<file path="src/hw/rtl/tsa_pkg.sv">
// ----------------------------------------------------------------------------
// tsa_pkg: shared types and codes for talk slot admission
// Item formats, list entry format, cell commands and status/operation codes.
// ----------------------------------------------------------------------------
`default_nettype none

package tsa_pkg;

    localparam int ID_BITS          = 10;
    localparam int CNT_BITS         = 5;
    localparam int CFG_BITS         = 5;
    localparam int SLOT_COUNT_DEF   = 16;
    localparam int CHAIR_LIMIT_DEF  = 8;

    localparam logic [CFG_BITS-1:0] MAX_TALKERS_RST = CFG_BITS'(4);

    // operation codes
    localparam logic [1:0] OP_TALK  = 2'd0;
    localparam logic [1:0] OP_ALIVE = 2'd1;
    localparam logic [1:0] OP_CLEAR = 2'd2;

    // result status codes
    localparam logic [2:0] ST_OPENED   = 3'd0;
    localparam logic [2:0] ST_SAME     = 3'd1;
    localparam logic [2:0] ST_CLOSED   = 3'd2;
    localparam logic [2:0] ST_REJECTED = 3'd3;
    localparam logic [2:0] ST_DONE     = 3'd4;

    // configuration register indexes
    localparam logic CFG_MAX_TALKERS = 1'b0;
    localparam logic CFG_FIFO_MODE   = 1'b1;

    typedef struct packed {
        logic [1:0]         operation;
        logic [ID_BITS-1:0] device_id;
        logic               is_chair;
        logic               flag;
    } tsa_in_t;

    typedef struct packed {
        logic [2:0]          status;
        logic                kicked_valid;
        logic [ID_BITS-1:0]  kicked_id;
        logic [CNT_BITS-1:0] open_count;
    } tsa_out_t;

    typedef struct packed {
        logic [ID_BITS-1:0] id;
        logic               chair;
        logic               alive;
    } tsa_entry_t;

    // command broadcast to every cell of the ring
    typedef struct packed {
        logic rotate;
        logic remove;
        logic append;
        logic set_alive;
        logic alive_val;
    } tsa_cmd_t;

endpackage

`default_nettype wire

</file>
<file path="src/hw/rtl/tsa_cell.sv">
// ----------------------------------------------------------------------------
// tsa_cell: one slot of the talker ring
// Holds one list entry; rotates, compacts from its neighbor, appends or
// updates its alive mark by comparing its own position with broadcast slots.
// ----------------------------------------------------------------------------
`default_nettype none

module tsa_cell
    import tsa_pkg::*;
#(
    parameter int SLOT_COUNT = SLOT_COUNT_DEF,
    parameter int IDX        = 0
) (
    input  wire logic                          aclk,
    input  wire tsa_cmd_t                      cmd,
    input  wire logic [$clog2(SLOT_COUNT)-1:0] rm_pos,
    input  wire logic [$clog2(SLOT_COUNT)-1:0] app_pos,
    input  wire tsa_entry_t                    new_entry,
    input  wire tsa_entry_t                    nbr_entry,
    output tsa_entry_t                         entry
);

    localparam int IW = $clog2(SLOT_COUNT);
    localparam logic [IW-1:0] MY_POS = IW'(IDX);

    tsa_entry_t entry_reg;

    always_ff @(posedge aclk) begin
        if (cmd.rotate) begin
            entry_reg <= nbr_entry;
        end else if (cmd.append && MY_POS == app_pos) begin
            entry_reg <= new_entry;
        end else if (cmd.remove && MY_POS >= rm_pos) begin
            // close the gap: everything behind the removed slot moves up
            entry_reg <= nbr_entry;
        end else if (cmd.set_alive && MY_POS == rm_pos) begin
            entry_reg.alive <= cmd.alive_val;
        end
    end

    assign entry = entry_reg;

endmodule

`default_nettype wire

</file>
<file path="src/hw/rtl/tsa_ctrl.sv">
// ----------------------------------------------------------------------------
// tsa_ctrl: walk sequencer and admission decision
// Watches the ring head during a full rotation (talk and liveness items only),
// then decides the item and drives the result register.
// ----------------------------------------------------------------------------
`default_nettype none

module tsa_ctrl
    import tsa_pkg::*;
#(
    parameter int SLOT_COUNT  = SLOT_COUNT_DEF,
    parameter int CHAIR_LIMIT = CHAIR_LIMIT_DEF
) (
    input  wire logic                          aclk,
    input  wire logic                          aresetn,
    input  wire logic                          s_valid,
    output logic                               s_ready,
    input  wire tsa_in_t                       s_data,
    output logic                               m_valid,
    input  wire logic                          m_ready,
    output tsa_out_t                           m_data,
    input  wire logic [CFG_BITS-1:0]           max_talkers,
    input  wire logic                          fifo_mode,
    input  wire tsa_entry_t                    head,
    output tsa_cmd_t                           cmd,
    output logic [$clog2(SLOT_COUNT)-1:0]      rm_pos,
    output logic [$clog2(SLOT_COUNT)-1:0]      app_pos,
    output tsa_entry_t                         new_entry
);

    localparam int IW   = $clog2(SLOT_COUNT);
    localparam int CW   = $clog2(SLOT_COUNT + 1);
    localparam int MW   = (CW > CFG_BITS) ? CW : CFG_BITS;
    localparam int XW   = CW + CNT_BITS;
    localparam logic [IW-1:0] LAST_POS = IW'(SLOT_COUNT - 1);

    typedef enum logic [3:0] {
        S_IDLE   = 4'b0001,
        S_WALK   = 4'b0010,
        S_DECIDE = 4'b0100,
        S_SPARE  = 4'b1000
    } state_t;

    state_t             state_reg, state_next;
    tsa_in_t            item_reg;
    logic [IW-1:0]      k_reg, k_next;
    logic [CW-1:0]      count_reg, count_next;
    logic               found_reg, found_next;
    logic [IW-1:0]      pos_reg, pos_next;
    logic               vdone_reg, vdone_next;
    logic               wadmit_reg, wadmit_next;
    logic               vic_vld_reg, vic_vld_next;
    logic [IW-1:0]      vic_pos_reg, vic_pos_next;
    logic               vic_alive_reg, vic_alive_next;
    logic [ID_BITS-1:0] vic_id_reg, vic_id_next;
    logic [CW-1:0]      opened_reg, opened_next;
    logic               m_valid_reg;
    tsa_out_t           m_data_reg;

    logic               accept;
    logic               go;
    logic               in_list;
    logic [CW-1:0]      opened_dec;
    logic               early;
    logic               kick;
    logic [CW-1:0]      cnt_k;
    logic [CW-1:0]      count_dec;
    logic [XW-1:0]      cnt_wide;
    tsa_out_t           res;
    tsa_cmd_t           dcmd;

    assign s_ready = (state_reg == S_IDLE);
    assign accept  = s_valid && s_ready;
    assign go      = (state_reg == S_DECIDE) && (!m_valid_reg || m_ready);
    assign in_list = (CW'(k_reg) < count_reg);
    assign opened_dec = opened_reg - CW'(1);

    // walk over the ring head, one entry per cycle
    always_comb begin
        k_next         = k_reg;
        found_next     = found_reg;
        pos_next       = pos_reg;
        vdone_next     = vdone_reg;
        wadmit_next    = wadmit_reg;
        vic_vld_next   = vic_vld_reg;
        vic_pos_next   = vic_pos_reg;
        vic_alive_next = vic_alive_reg;
        vic_id_next    = vic_id_reg;
        opened_next    = opened_reg;
        state_next     = state_reg;
        unique case (state_reg)
            S_IDLE: begin
                if (accept) begin
                    k_next       = '0;
                    found_next   = 1'b0;
                    vdone_next   = 1'b0;
                    wadmit_next  = 1'b0;
                    vic_vld_next = 1'b0;
                    opened_next  = count_reg;
                    if (s_data.operation == OP_TALK || s_data.operation == OP_ALIVE) begin
                        state_next = S_WALK;
                    end else begin
                        state_next = S_DECIDE;
                    end
                end
            end
            S_WALK: begin
                if (in_list) begin
                    if (!found_reg && head.id == item_reg.device_id) begin
                        found_next = 1'b1;
                        pos_next   = k_reg;
                    end
                    if (!vdone_reg) begin
                        if (head.chair) begin
                            opened_next = opened_dec;
                            if (MW'(opened_dec) < MW'(max_talkers)) begin
                                wadmit_next = 1'b1;
                                vdone_next  = 1'b1;
                            end
                        end else if (!head.alive) begin
                            // first dead talker wins outright
                            vic_vld_next   = 1'b1;
                            vic_pos_next   = k_reg;
                            vic_alive_next = 1'b0;
                            vic_id_next    = head.id;
                            vdone_next     = 1'b1;
                        end else if (!vic_vld_reg) begin
                            vic_vld_next   = 1'b1;
                            vic_pos_next   = k_reg;
                            vic_alive_next = 1'b1;
                            vic_id_next    = head.id;
                        end
                    end
                end
                if (k_reg == LAST_POS) begin
                    state_next = S_DECIDE;
                end else begin
                    k_next = k_reg + IW'(1);
                end
            end
            S_DECIDE: begin
                if (go) begin
                    state_next = S_IDLE;
                end
            end
            default: begin
                state_next = S_IDLE;
            end
        endcase
    end

    // admission decision
    always_comb begin
        early = (item_reg.is_chair && (32'(count_reg) < 32'(CHAIR_LIMIT)))
                || (MW'(count_reg) < MW'(max_talkers)) || wadmit_reg;
        kick  = 1'b0;
        cnt_k = count_reg;
        count_dec = count_reg - CW'(1);
        count_next = count_reg;
        dcmd = '0;
        rm_pos = pos_reg;
        res = '0;
        res.status = ST_DONE;
        case (item_reg.operation)
            OP_TALK: begin
                if (!item_reg.flag) begin
                    if (found_reg) begin
                        dcmd.remove = 1'b1;
                        count_next  = count_dec;
                        res.status  = ST_CLOSED;
                    end else begin
                        res.status = ST_SAME;
                    end
                end else if (found_reg) begin
                    res.status = ST_SAME;
                end else begin
                    kick  = !early && vic_vld_reg && (!vic_alive_reg || fifo_mode);
                    cnt_k = kick ? count_dec : count_reg;
                    if ((early || kick) && cnt_k < CW'(SLOT_COUNT)) begin
                        dcmd.remove      = kick;
                        dcmd.append      = 1'b1;
                        rm_pos           = vic_pos_reg;
                        count_next       = cnt_k + CW'(1);
                        res.status       = ST_OPENED;
                        res.kicked_valid = kick;
                        res.kicked_id    = kick ? vic_id_reg : '0;
                    end else begin
                        res.status = ST_REJECTED;
                    end
                end
            end
            OP_ALIVE: begin
                dcmd.set_alive = found_reg;
                dcmd.alive_val = item_reg.flag;
            end
            OP_CLEAR: begin
                count_next = '0;
            end
            default: begin
                res.status = ST_REJECTED;
            end
        endcase
        cnt_wide = XW'(count_next);
        res.open_count = cnt_wide[CNT_BITS-1:0];
    end

    always_comb begin
        cmd = '0;
        if (state_reg == S_WALK) begin
            cmd.rotate = 1'b1;
        end else if (go) begin
            cmd = dcmd;
        end
    end

    assign app_pos         = cnt_k[IW-1:0];
    assign new_entry.id    = item_reg.device_id;
    assign new_entry.chair = item_reg.is_chair;
    assign new_entry.alive = 1'b1;

    always_ff @(posedge aclk) begin
        if (!aresetn) begin
            state_reg   <= S_IDLE;
            count_reg   <= '0;
            m_valid_reg <= 1'b0;
        end else begin
            state_reg <= state_next;
            if (go) begin
                count_reg   <= count_next;
                m_valid_reg <= 1'b1;
            end else if (m_ready) begin
                m_valid_reg <= 1'b0;
            end
        end
    end

    always_ff @(posedge aclk) begin
        if (accept) begin
            item_reg <= s_data;
        end
        if (go) begin
            m_data_reg <= res;
        end
        k_reg         <= k_next;
        found_reg     <= found_next;
        pos_reg       <= pos_next;
        vdone_reg     <= vdone_next;
        wadmit_reg    <= wadmit_next;
        vic_vld_reg   <= vic_vld_next;
        vic_pos_reg   <= vic_pos_next;
        vic_alive_reg <= vic_alive_next;
        vic_id_reg    <= vic_id_next;
        opened_reg    <= opened_next;
    end

    assign m_valid = m_valid_reg;
    assign m_data  = m_data_reg;

    a_kick_opens: assert property (@(posedge aclk) disable iff (!aresetn)
        (m_valid_reg && m_data_reg.kicked_valid) |-> (m_data_reg.status == ST_OPENED))
        else $error("kick reported without an open");

    a_count_hold: assert property (@(posedge aclk) disable iff (!aresetn)
        !go |=> $stable(count_reg))
        else $error("talker count moved outside a decision");

    a_walk_len: assert property (@(posedge aclk) disable iff (!aresetn)
        (state_reg == S_WALK && k_reg == LAST_POS) |=> (state_reg == S_DECIDE))
        else $error("walk did not end after a full rotation");

    a_count_max: assert property (@(posedge aclk) disable iff (!aresetn)
        go |=> (32'(count_reg) <= 32'(SLOT_COUNT)))
        else $error("talker count beyond storage");

endmodule

`default_nettype wire

</file>
<file path="src/hw/rtl/talk_slot_admission.sv">
// Flow: for a talk request or liveness report the ring of slot cells turns
//   fully, one entry past the head per cycle, then the item is decided; a clear
//   or unused operation goes straight to the decision. The result is registered.
//   A new item is taken only after the last one is decided, and a decision
//   waits while an earlier result is still held untaken in the output register.
// Reset (aresetn low, synchronous): list emptied, max_talkers 4, fifo_mode 0;
//   slot contents are not cleared.
// ----------------------------------------------------------------------------
// talk_slot_admission: microphone floor control
// Ordered talker list held in a ring of cells, with open/close, kick,
// liveness and clear handling.
// ----------------------------------------------------------------------------
`default_nettype none

module talk_slot_admission
    import tsa_pkg::*;
#(
    parameter int SLOT_COUNT  = SLOT_COUNT_DEF,
    parameter int CHAIR_LIMIT = CHAIR_LIMIT_DEF
) (
    input  wire logic                aclk,
    input  wire logic                aresetn,
    input  wire logic                s_valid,
    output logic                     s_ready,
    input  wire tsa_in_t             s_data,
    output logic                     m_valid,
    input  wire logic                m_ready,
    output tsa_out_t                 m_data,
    input  wire logic                cfg_we,
    input  wire logic                cfg_index,
    input  wire logic [CFG_BITS-1:0] cfg_wdata
);

    localparam int IW = $clog2(SLOT_COUNT);

    logic [CFG_BITS-1:0] max_talkers_reg;
    logic                fifo_mode_reg;
    tsa_cmd_t            cmd;
    logic [IW-1:0]       rm_pos;
    logic [IW-1:0]       app_pos;
    tsa_entry_t          new_entry;
    tsa_entry_t          ring [SLOT_COUNT];

    always_ff @(posedge aclk) begin
        if (!aresetn) begin
            max_talkers_reg <= MAX_TALKERS_RST;
            fifo_mode_reg   <= 1'b0;
        end else if (cfg_we) begin
            unique case (cfg_index)
                CFG_MAX_TALKERS: max_talkers_reg <= cfg_wdata;
                CFG_FIFO_MODE:   fifo_mode_reg   <= cfg_wdata[0];
                default:         fifo_mode_reg   <= fifo_mode_reg;
            endcase
        end
    end

    // slot 0 is the head; each cell takes its successor's entry, the last
    // one wraps to the head
    for (genvar i = 0; i < SLOT_COUNT; i++) begin : g_cell
        tsa_cell #(
            .SLOT_COUNT (SLOT_COUNT),
            .IDX        (i)
        ) u_cell (
            .aclk      (aclk),
            .cmd       (cmd),
            .rm_pos    (rm_pos),
            .app_pos   (app_pos),
            .new_entry (new_entry),
            .nbr_entry (ring[(i + 1) % SLOT_COUNT]),
            .entry     (ring[i])
        );
    end

    tsa_ctrl #(
        .SLOT_COUNT  (SLOT_COUNT),
        .CHAIR_LIMIT (CHAIR_LIMIT)
    ) u_ctrl (
        .aclk        (aclk),
        .aresetn     (aresetn),
        .s_valid     (s_valid),
        .s_ready     (s_ready),
        .s_data      (s_data),
        .m_valid     (m_valid),
        .m_ready     (m_ready),
        .m_data      (m_data),
        .max_talkers (max_talkers_reg),
        .fifo_mode   (fifo_mode_reg),
        .head        (ring[0]),
        .cmd         (cmd),
        .rm_pos      (rm_pos),
        .app_pos     (app_pos),
        .new_entry   (new_entry)
    );

endmodule

`default_nettype wire

</file>
<file path="config.mk">
export PLATFORM = sky130hd
export DESIGN_NAME = talk_slot_admission
export DESIGN_NICKNAME = d
export VERILOG_FILES = /design/src/hw/rtl/tsa_pkg.sv /design/src/hw/rtl/tsa_cell.sv /design/src/hw/rtl/tsa_ctrl.sv /design/src/hw/rtl/talk_slot_admission.sv
export SDC_FILE = /design/constraint.sdc
export NUM_CORES = 1
export LEC_CHECK = 0
export ABC_AREA = 1
export BUFFER_PORTS_ARGS = -buffer_cell sky130_fd_sc_hd__clkbuf_2
export CORE_ASPECT_RATIO = 0.6
export CORE_MARGIN = 2
export CORE_UTILIZATION = 67
export DETAILED_ROUTE_END_ITERATION = 12
export PLACE_DENSITY = 0.95
export SYNTH_ARGS = -nofsm -noshare
export SYNTH_HDL_FRONTEND = slang
export SYNTH_SLANG_ARGS = --single-unit
</file>
<file path="constraint.sdc">
create_clock -name aclk -period 8.41 [get_ports aclk]
set_input_delay 0 -clock aclk [delete_from_list [all_inputs] [get_ports aclk]]
set_output_delay 0 -clock aclk [all_outputs]
set_load 0.02 [all_outputs]
</file>
======== After elaboration in Yosys (flattened, before gate mapping) ========
Cells that the tools add are included.
word-level totals
  latch bits .............................. 0
  bits in registers ....................... 273
  bits in writable memories ............... 0
  word-level logic and storage cells ...... 416
  input port bits ......................... 25
  memories kept ........................... 0
  bits in read-only memories .............. 0
  output and inout bits ................... 21
cells by class
  equal/unequal tests ..................... 49
  add/subtract/negate cells ............... 4
  bitwise gates (word level) .............. 7
  mux-type cells .......................... 147
  shift operators ......................... 0
  magnitude comparators ................... 21
  multipliers ............................. 0
  divide/modulo/power cells ............... 0
  reduce and logical (&&, ||, !) cells .... 117
operator list
  operator               count
  $mux W12               32
  $mux W11               16
  $eq A4 B4 Y1 const A   16
  $mux W4                16
  $reduce_bool A4 Y1     16
  $logic_and A1 B1 Y1    55
  $mux W1                54
  $reduce_bool A3 Y1     16
  $mux W5                9
  $eq A3 B4 Y1 const A   8
  $ge A4 B4 Y1 const A   8
  $mux W10               2
  $pmux W5 S2            2
  $eq A2 B4 Y1 const A   4
  $ge A3 B4 Y1 const A   4
  $reduce_and A5 Y1      3
  $mux W2                6
  $ne A2 B2 Y1 const B   6
  $pmux W4 S3            1
  $reduce_and A3 Y1      4
  $eq A10 B10 Y1         1
  $lt A5 B5 Y1           2
  $ne A2 B1 Y1 const B   5
  $sub A5 B1 Y5 const B  2
  other kinds (30)       57

======== Logic depth before layout (Yosys ltp) ========
Gate-level depths: netlist of the first run.
  word-level depth ........................ 21
  gate-level depth with buffers ........... 18
  depth with buffers taken out ............ 18

======== By module ========
A second synthesis of the first run with hierarchy kept.
unflattened totals
  cells, all modules ...................... 1,544
  area, all modules ....................... 14,257.4 um2
modules (own cells, without submodules)
  module                         area each (um2)  cells each  seq. area each (um2)  instances
  tsa_ctrl                       3,927.5          396         2,132.0               1
  tsa_cell at g_cell[7].u_cell   699.4            68          360.3                 1
  tsa_cell at g_cell[4].u_cell   645.6            75          360.3                 1
  tsa_cell at g_cell[11].u_cell  644.4            69          360.3                 1
  tsa_cell at g_cell[15].u_cell  641.9            71          360.3                 1
  tsa_cell at g_cell[5].u_cell   640.6            75          360.3                 1
  tsa_cell at g_cell[10].u_cell  639.4            69          360.3                 1
  tsa_cell at g_cell[8].u_cell   639.4            74          360.3                 1
  tsa_cell at g_cell[3].u_cell   630.6            69          360.3                 1
  tsa_cell at g_cell[9].u_cell   630.6            67          360.3                 1
  tsa_cell at g_cell[6].u_cell   629.4            74          360.3                 1
  tsa_cell at g_cell[12].u_cell  619.3            69          360.3                 1
  tsa_cell at g_cell[14].u_cell  605.6            66          360.3                 1
  tsa_cell at g_cell[2].u_cell   604.3            66          360.3                 1
  4 more rows                    --               --          --                    --

======== Least setup slack after synthesis of the first run ========
OpenSTA, ideal clock, no wires.
  kind .................................... reg-to-reg
  from .................................... reg u_ctrl.count_reg[2]
  to ...................................... reg u_ctrl.vic_alive_reg, enable pin
  library setup time ...................... 411 ps
  period minus slack after synthesis ...... 2,817 ps
  cell stages (with the launch flop) ...... 8
  arrival ................................. 2,406 ps
  path slack .............................. 5,593 ps
  data required time ...................... 7,999 ps
  cell sequence ........................... dfxtp_1 > inv_1 > ha_1 > nand2_1 > inv_1 > o21ai_0 > o221ai_1 > a211oi_1
between the ends
  word-level cells in the longest chain between the ends .. 2
RTL lines
  item                         RTL line         RTL
  start, declared              tsa_ctrl.sv:47   logic [CW-1:0] count_reg, count_next;
  start signal, assigned       tsa_ctrl.sv:229  count_reg <= count_next;
  $lt A4 B5 Y1                 tsa_ctrl.sv:75   assign in_list = (CW'(k_reg) < count_reg);
  $reduce_and A5 Y1 (no line)  --
  end signal, assigned         tsa_ctrl.sv:251  vic_alive_reg <= vic_alive_next;
  end, declared                tsa_ctrl.sv:54   logic vic_alive_reg, vic_alive_next;
No other way between the ends.
A chain may end at the register's enable or synchronous reset.

======== Final worst setup path of the first run ========
  from .................................... reg u_ctrl.item_reg[12] (netlist bit)
  to ...................................... reg g_cell[4].u_cell.entry_reg, in the netlist g_cell[4].u_cell.entry[10], enable pin
between the ends
  word-level cells in the longest chain between the ends .. 6
  elaborated cells on any way between the ends .. 11
  those cells by class .................... 1 x order compare; 1 x eq/ne; 5 x mux; 4 x reduce/logical
RTL lines
  item                                                                  RTL line         RTL
  start, declared                                                       tsa_ctrl.sv:45   tsa_in_t item_reg;
  start signal, assigned                                                tsa_ctrl.sv:239  item_reg <= s_data;
  $logic_not A2 Y1 *                                                    tsa_ctrl.sv:164  case (item_reg.operation)
  parallel branches: the longest is 4 deep, another holds $ge A3 B4 Y1  --
  $reduce_bool A3 Y1 (no line) *                                        --
  end signal, assigned                                                  tsa_cell.sv:30   entry_reg <= nbr_entry;
  end signal, assigned                                                  tsa_cell.sv:32   entry_reg <= new_entry;
  end signal, assigned                                                  tsa_cell.sv:35   entry_reg <= nbr_entry;
  end, declared                                                         tsa_cell.sv:26   tsa_entry_t entry_reg;
Every way passes the cells marked *.

==> results of run 1 <==
-- stage by stage --
step / util / setup slack (ns) / hold slack (ns)
after floorplan: - / 5.59 / 0.0986
after global placement: 0.712 / 4.89 / 0.177
after detailed placement: 0.712 / 4.71 / 0.182
after CTS: 0.775 / 4.65 / 0.184
after global routing: 0.775 / 4.24 / 0.204
final: 0.775 / 4.51 / 0.185
-- what timing repair did --
| action | CTS | global route |
|---|---|---|
| endpoints found under the hold margin | 25 | 0 |
| hold buffers | 34 | 0 |
| gates resized for setup | 0 | 0 |
-- area by class of cell --
class / count / area, sq um
timing repair buffer: 83 / 596
tap: 240 / 300
inverter: 102 / 384
fill: 1099 / 4120
sequential: 272 / 8020
clock buffer: 30 / 644
multi-input combinational: 803 / 4070
clock inverter: 14 / 171
-- worst max-delay path: stages, from the launching register on --
cell	delay, ns
edfxtp_1	0.39
inv_1	0.11
ha_1	0.30
inv_2	0.12
nor3_4	0.47
inv_1	0.27
nand2_1	0.17
nand2_4	0.12
inv_2	0.21
nand3_1	0.64
nand3_1	0.71
-- routing by layer --
layer  track usage  share of wire
met5             0              0
met4        0.0699          0.021
met3         0.126           0.16
met2         0.480           0.42
met1         0.476           0.40
-- cell families after synthesis --
group / count (synthesis) / share of synthesized area
AO/OA/AOI/OAI: 257 / 0.113
AND/OR/NAND/NOR: 518 / 0.182
XOR/XNOR: 10 / 0.00689
buffers and inverters: 152 / 0.0497
flip-flops: 272 / 0.631
adder cells (fa/ha/maj): 18 / 0.0177
-- worst max path at each step --
stage / depth (start not counted) / start / slack, ns / end
floorplan: 7 / u_ctrl.count_reg[2] / 5.59 / u_ctrl.vic_alive_reg
global placement: 10 / u_ctrl.item_reg[12] / 4.89 / g_cell[4].u_cell.entry[10]
detailed placement: 10 / u_ctrl.item_reg[12] / 4.71 / g_cell[4].u_cell.entry[4]
CTS: 10 / u_ctrl.item_reg[12] / 4.65 / g_cell[4].u_cell.entry[1]
global route: 10 / u_ctrl.item_reg[12] / 4.24 / g_cell[4].u_cell.entry[5]
finish: 10 / u_ctrl.item_reg[12] / 4.51 / g_cell[4].u_cell.entry[10]
-- power by group through the flow --
stage / Combinational [W] / Clock, W / Sequential, W
final: 0.000624 / 0.00116 / 0.00169
after global placement: 0.000555 / 0 / 0.00171
after floorplan: 0.000393 / 0 / 0.00169
after detailed placement: 0.000577 / 0 / 0.00171
after CTS: 0.000597 / 0.00115 / 0.00168
after global routing: 0.000671 / 0.00121 / 0.00170
-- placed cells by master, fill, tap and decap left out, types with 7 or more instances in the layout --
| cell | synthesis | routed |
|---|---|---|
| nor3_1 | 7 | 7 |
| ha_1 | 18 | 18 |
| inv_1 | 88 | 88 |
| dfxtp_1 | 15 | 15 |
| clkbuf_16 | 0 | 25 |
| o21ai_0 | 42 | 42 |
| o21ai_2 | 18 | 18 |
| a21oi_1 | 29 | 29 |
| xnor2_1 | 7 | 7 |
| nand2_2 | 10 | 10 |
| nand2_1 | 330 | 330 |
| nor2_1 | 58 | 58 |
| dlygate4sd3_1 | 0 | 34 |
| clkbuf_2 | 0 | 45 |
| nand4_1 | 18 | 18 |
| o21ai_1 | 147 | 147 |
| edfxtp_1 | 257 | 257 |
| inv_2 | 10 | 10 |
| nand3_1 | 61 | 61 |
| nand3_2 | 13 | 13 |
| clkinv_1 | 3 | 7 |
==> results.ini, run 1 <==
[global_routing]
grt_max_degree = 36
antenna_found_initial = 1
grt-ovfl-total = 0
grt_pass1_vias = 9085
track_usage = 0.330
grt_pass1_wl_um = 50400

[cts]
cts_tree = built
clock_latency_ns = 0.53
cts_buffer_depth = 3
clkTransAtPathRegs_ns = 0.07
clockRootBuffer = clkbuf_16
htree_levels = 1
cts.sinks = 272
post_cts_buffers = 0
cts_made_buffers = 24

[worst_hold_path]
holdPathEnd = u_ctrl.new_entry[6]
hold_path.class = input pin to flip-flop
hold_depth = 2
min_from = s_data[6]

[synthesis]
yosys.area.top_type = edfxtp_1
synth.top_cell.area_share = 0.607
syn_area_sq_mm = 0.0127
synthesis.instances = 1227
synth_area_leaders = edfxtp_1 61%, nand2_1 9.7%, o21ai_1 5.8%
synth_edf_count = 257
syn_avg_cell_area_sq_um = 10.4
yosysUniqueCellTypes = 48
ys_seq_area_frac = 0.631
async_flop_share = 0
ys_warn_count = 0
ys_ff_latch = 272
ys.flop_type = edfxtp_1
yosysMostFrequentCell = nand2_1
syn_nets = 1270
synth.top_cells.by_count = 330 x nand2_1, 257 x edfxtp_1, 147 x o21ai_1

[worst_setup_path]
cp_max_fo = 23
worst_r2r_path_depth = 10
critPathKind = flip-flop to flip-flop
start_kind = flip-flop
cp.arrival_ns = 4.07
worst_r2r_endpoint = g_cell[4].u_cell.entry[10]
r2r_start = u_ctrl.item_reg[12]
required_ns = 8.57
r2r_setup_slack_ns = 4.51
crit_path_end_kind = flip-flop

[timing]
report.final.slew_viol_count = 0
hold_violations = 0
fmax_mhz = 256
finalSetupTns_ns = 0
tightestPinTransition_ns = 1.06
timing.final.crit_share = 0.464
worst_clock_skew_ns = 0.0136
setup_viol = 0
relSlewSlack = 0.294
rsz0062_at_grt = no
period_minus_slack_ns = 3.90

[power]
p_int_w = 0.00245
clockPowerShare = 0.334
p_sw_frac = 0.294
power_density_mw_per_mm2 = 245
power_switching_w = 0.00102
power_w = 0.00347
p_comb_frac = 0.180
ir_drop_v = 0.000206
seqPwrFrac = 0.487
power.leakage_nw = 5.77

[finish]
largest_register_ffs = 192
drive_gt1_frac = 0.120
fin_area_sq_mm = 0.0142
num_antenna_cells = 0
fin_nets = 1329
layout.cells.non_filler = 1544
synthToLayoutAreaGrowth_pct = 11.6

[route]
vias = 9744
wirelength_um = 33100
drtAntennaViolNets = 0
viasPerCell = 6.31
drc = 0
wire_per_inst_um = 21.5
drt_iter0_markers = 1739
first_pass_iters = 8

[floorplanning]
die_y_um = 111
die_w_um = 182
io_pins = 46
core_area_sq_mm = 0.0183
start_util = 0.694
dieArea_sq_mm = 0.0201
rows = 38

[placed_design]
port_buffers = 45
routabilityCongestion = 1.10
placed_cells = 1466
dpl.hpwl_um = 22600
dpl_cell_area_sq_mm = 0.0130

[outcome]
status = finished clean

[flow_run]
max-cap-violations = 0

(Power assumes the default switching activity.)
==> run 2, diff against run 1 <==
CORE_UTILIZATION = 56   (was 67)
PLACE_DENSITY = 0.86   (was 0.95)
clock period = 3.3 ns   (was 8.41 ns; I/O delays follow)
==> results.ini, run 2 (synthesis gave the netlist of run 1 again) <==
[placed_design]
dpl_cell_area_sq_mm = 0.0134  ; +3.2%
port_buffers = 45  ; unchanged
dpl.hpwl_um = 22000  ; -2.5%
routabilityCongestion = 1.01  ; -8.0%
dp_worst_setup_slack_ns = 0.0393  ; -4.67 ns

[timing]
holdWs_ns = 0.177  ; -0.00717 ns
worst_clock_skew_ns = 0.0123  ; -0.00130 ns
tightestPinTransition_ns = 0.898  ; -0.159 ns
finalSetupTns_ns = 0  ; unchanged
relSlewSlack = 0.397  ; +0.102
setup_viol = 0  ; unchanged
hold_violations = 0  ; unchanged
timing.final.crit_share = 0.945  ; +0.481
period_minus_slack_ns = 3.12  ; -0.783 ns
report.final.slew_viol_count = 0  ; unchanged
rsz0062_at_grt = no
setup_slack_ns = 0.183  ; -4.33 ns
fmax_mhz = 321  ; +25%

[route]
viasPerCell = 5.67  ; -10%
vias = 9374  ; -3.8%
wirelength_um = 31400  ; -5.3%
drtAntennaViolNets = 0  ; unchanged
wire_per_inst_um = 19.0  ; -12%
first_pass_iters = 5  ; -3
drt_iter0_markers = 1244  ; -28%
drc = 0  ; unchanged

[power]
ir_drop_v = 0.000295  ; +43%
power_density_mw_per_mm2 = 596  ; +140%
power.leakage_nw = 5.95  ; +3.1%

[worst_setup_path]
cp_max_fo = 13  ; -43%
critPathBufInv = 1  ; -3
crit_path_end_kind = flip-flop
cp_common_cell = nand2_1
cp.arrival_ns = 3.35  ; -0.72 ns
cp_cell_sequence = ha_1 > nand2_1 > nand2_1 > nand2_1 > nand3_2 > nand4_1 > nand2_2 > nand2_2 > nand2_1 > nand2_2 > nand2_1 > nor2_2 > nand2_1 > nand2_1 > buf_4
r2r_setup_slack_ns = 0.18  ; -4.33 ns
critPathKind = flip-flop to flip-flop
start_kind = flip-flop
cp_top_family = simple AND/OR/NAND/NOR gates
slowest_stage = dfxtp_1
max_stage_delay_ns = 0.46  ; -0.25 ns
required_ns = 3.53  ; -5.04 ns

[global_routing]
antenna_found_initial = 0  ; -1
grt-ovfl-total = 0  ; unchanged
grt_pass1_wl_um = 48000  ; -4.7%
grt_pass1_vias = 8725  ; -4.0%
grt_max_degree = 36  ; unchanged
track_usage = 0.267  ; -0.0627

[cts]
htree_levels = 1  ; unchanged
clkTransAtPathRegs_ns = 0.07  ; about the same
cts_buffer_depth = 3  ; unchanged
clockRootBuffer = clkbuf_16
cts_made_buffers = 24  ; unchanged
cts.sinks = 272  ; unchanged
post_cts_buffers = 0  ; unchanged
cts_tree = built
clock_latency_ns = 0.53  ; about the same

[outcome]
status = finished clean

[finish]
multi_input_area_sq_mm = 0.00409  ; +0.55%
fill_cells = 1679  ; +53%
register_area_sq_mm = 0.00802  ; unchanged
synthToLayoutAreaGrowth_pct = 14.5
final_common_cell = nand2_1
largest_register_ffs = 192  ; unchanged
final_cell_mix = 323 x nand2_1, 257 x edfxtp_1, 147 x o21ai_1
fin_nets = 1371  ; +3.2%
num_antenna_cells = 0  ; unchanged
utilization = 0.656  ; -0.119
fin_area_sq_mm = 0.0146  ; +2.6%
drive_gt1_frac = 0.156  ; +0.0356

[worst_hold_path]
hold_path.class = input pin to flip-flop

[floorplanning]
die_w_um = 198  ; +9.2%
dieArea_sq_mm = 0.0239  ; +19%
rows = 42  ; +11%
io_pins = 46  ; unchanged
die_y_um = 121  ; +9.0%
start_util = 0.573  ; -0.121
core_area_sq_mm = 0.0222  ; +21%

[flow_run]
max-cap-violations = 0  ; unchanged

[run 2: metrics by stage]
step / std cells / total power (W)
3_3_place_gp: 1579 / 0.00581
2_1_floorplan: 1227 / 0.00532
5_1_grt: 1654 / 0.00898
3_5_place_dp: 1579 / 0.00586
6_report: 1654 / 0.00867
4_1_cts: 1654 / 0.00862
[run 2: per-layer routing]
| layer | wire (um) | share of wire | global-route usage | vias up |
|---|---|---|---|---|
| li1 | - | - | - | 4473 |
| met1 | 14100 | 0.45 | 0.402 | 4389 |
| met2 | 12500 | 0.40 | 0.375 | 474 |
| met3 | 4400 | 0.14 | 0.101 | 38 |
| met4 | 387 | 0.012 | 0.0373 | 0 |
| met5 | 0 | 0 | 0 | - |
[run 2: final cells by class]
type | instances | area share
sequential | 272 | 0.551
clock buffer | 30 | 0.0443
timing repair buffer | 125 | 0.0621
inverter | 102 | 0.0264
tap | 308 | 0.0265
multi-input combinational | 803 | 0.281
clock inverter | 14 | 0.00860
[run 2: final timing paths]
path | endpoint | startpoint | cells past startpoint
worst max-delay path | g_cell[0].u_cell.entry[3] | u_ctrl.count_reg[2] | 15
worst max register to register | g_cell[0].u_cell.entry[3] | u_ctrl.count_reg[2] | 15
worst min register to register | g_cell[3].u_cell.entry[0] | g_cell[4].u_cell.entry[0] | 2
worst min-delay path | u_ctrl.item_reg[12] | s_data[12] | 2
[run 2: worst reg2reg max path, delay by kind of cell, from the launching register on]
family                   cells  cell delay (ns)
buffers and inverters        1             0.21
AND/OR/NAND/NOR             13             1.85
adder cells (fa/ha/maj)      1             0.30
flip-flops                   1             0.46
[run 2: repair_timing]
action                                  CTS  global route
resized for setup                         0             8
endpoints found under the setup margin    0           197
hold buffers                             31             0
endpoints found under the hold margin    25             0
[run 2: power by group]
part           internal (W)  switching, W
Sequential          0.00412      0.000175
Combinational      0.000464       0.00112
Clock               0.00155       0.00124
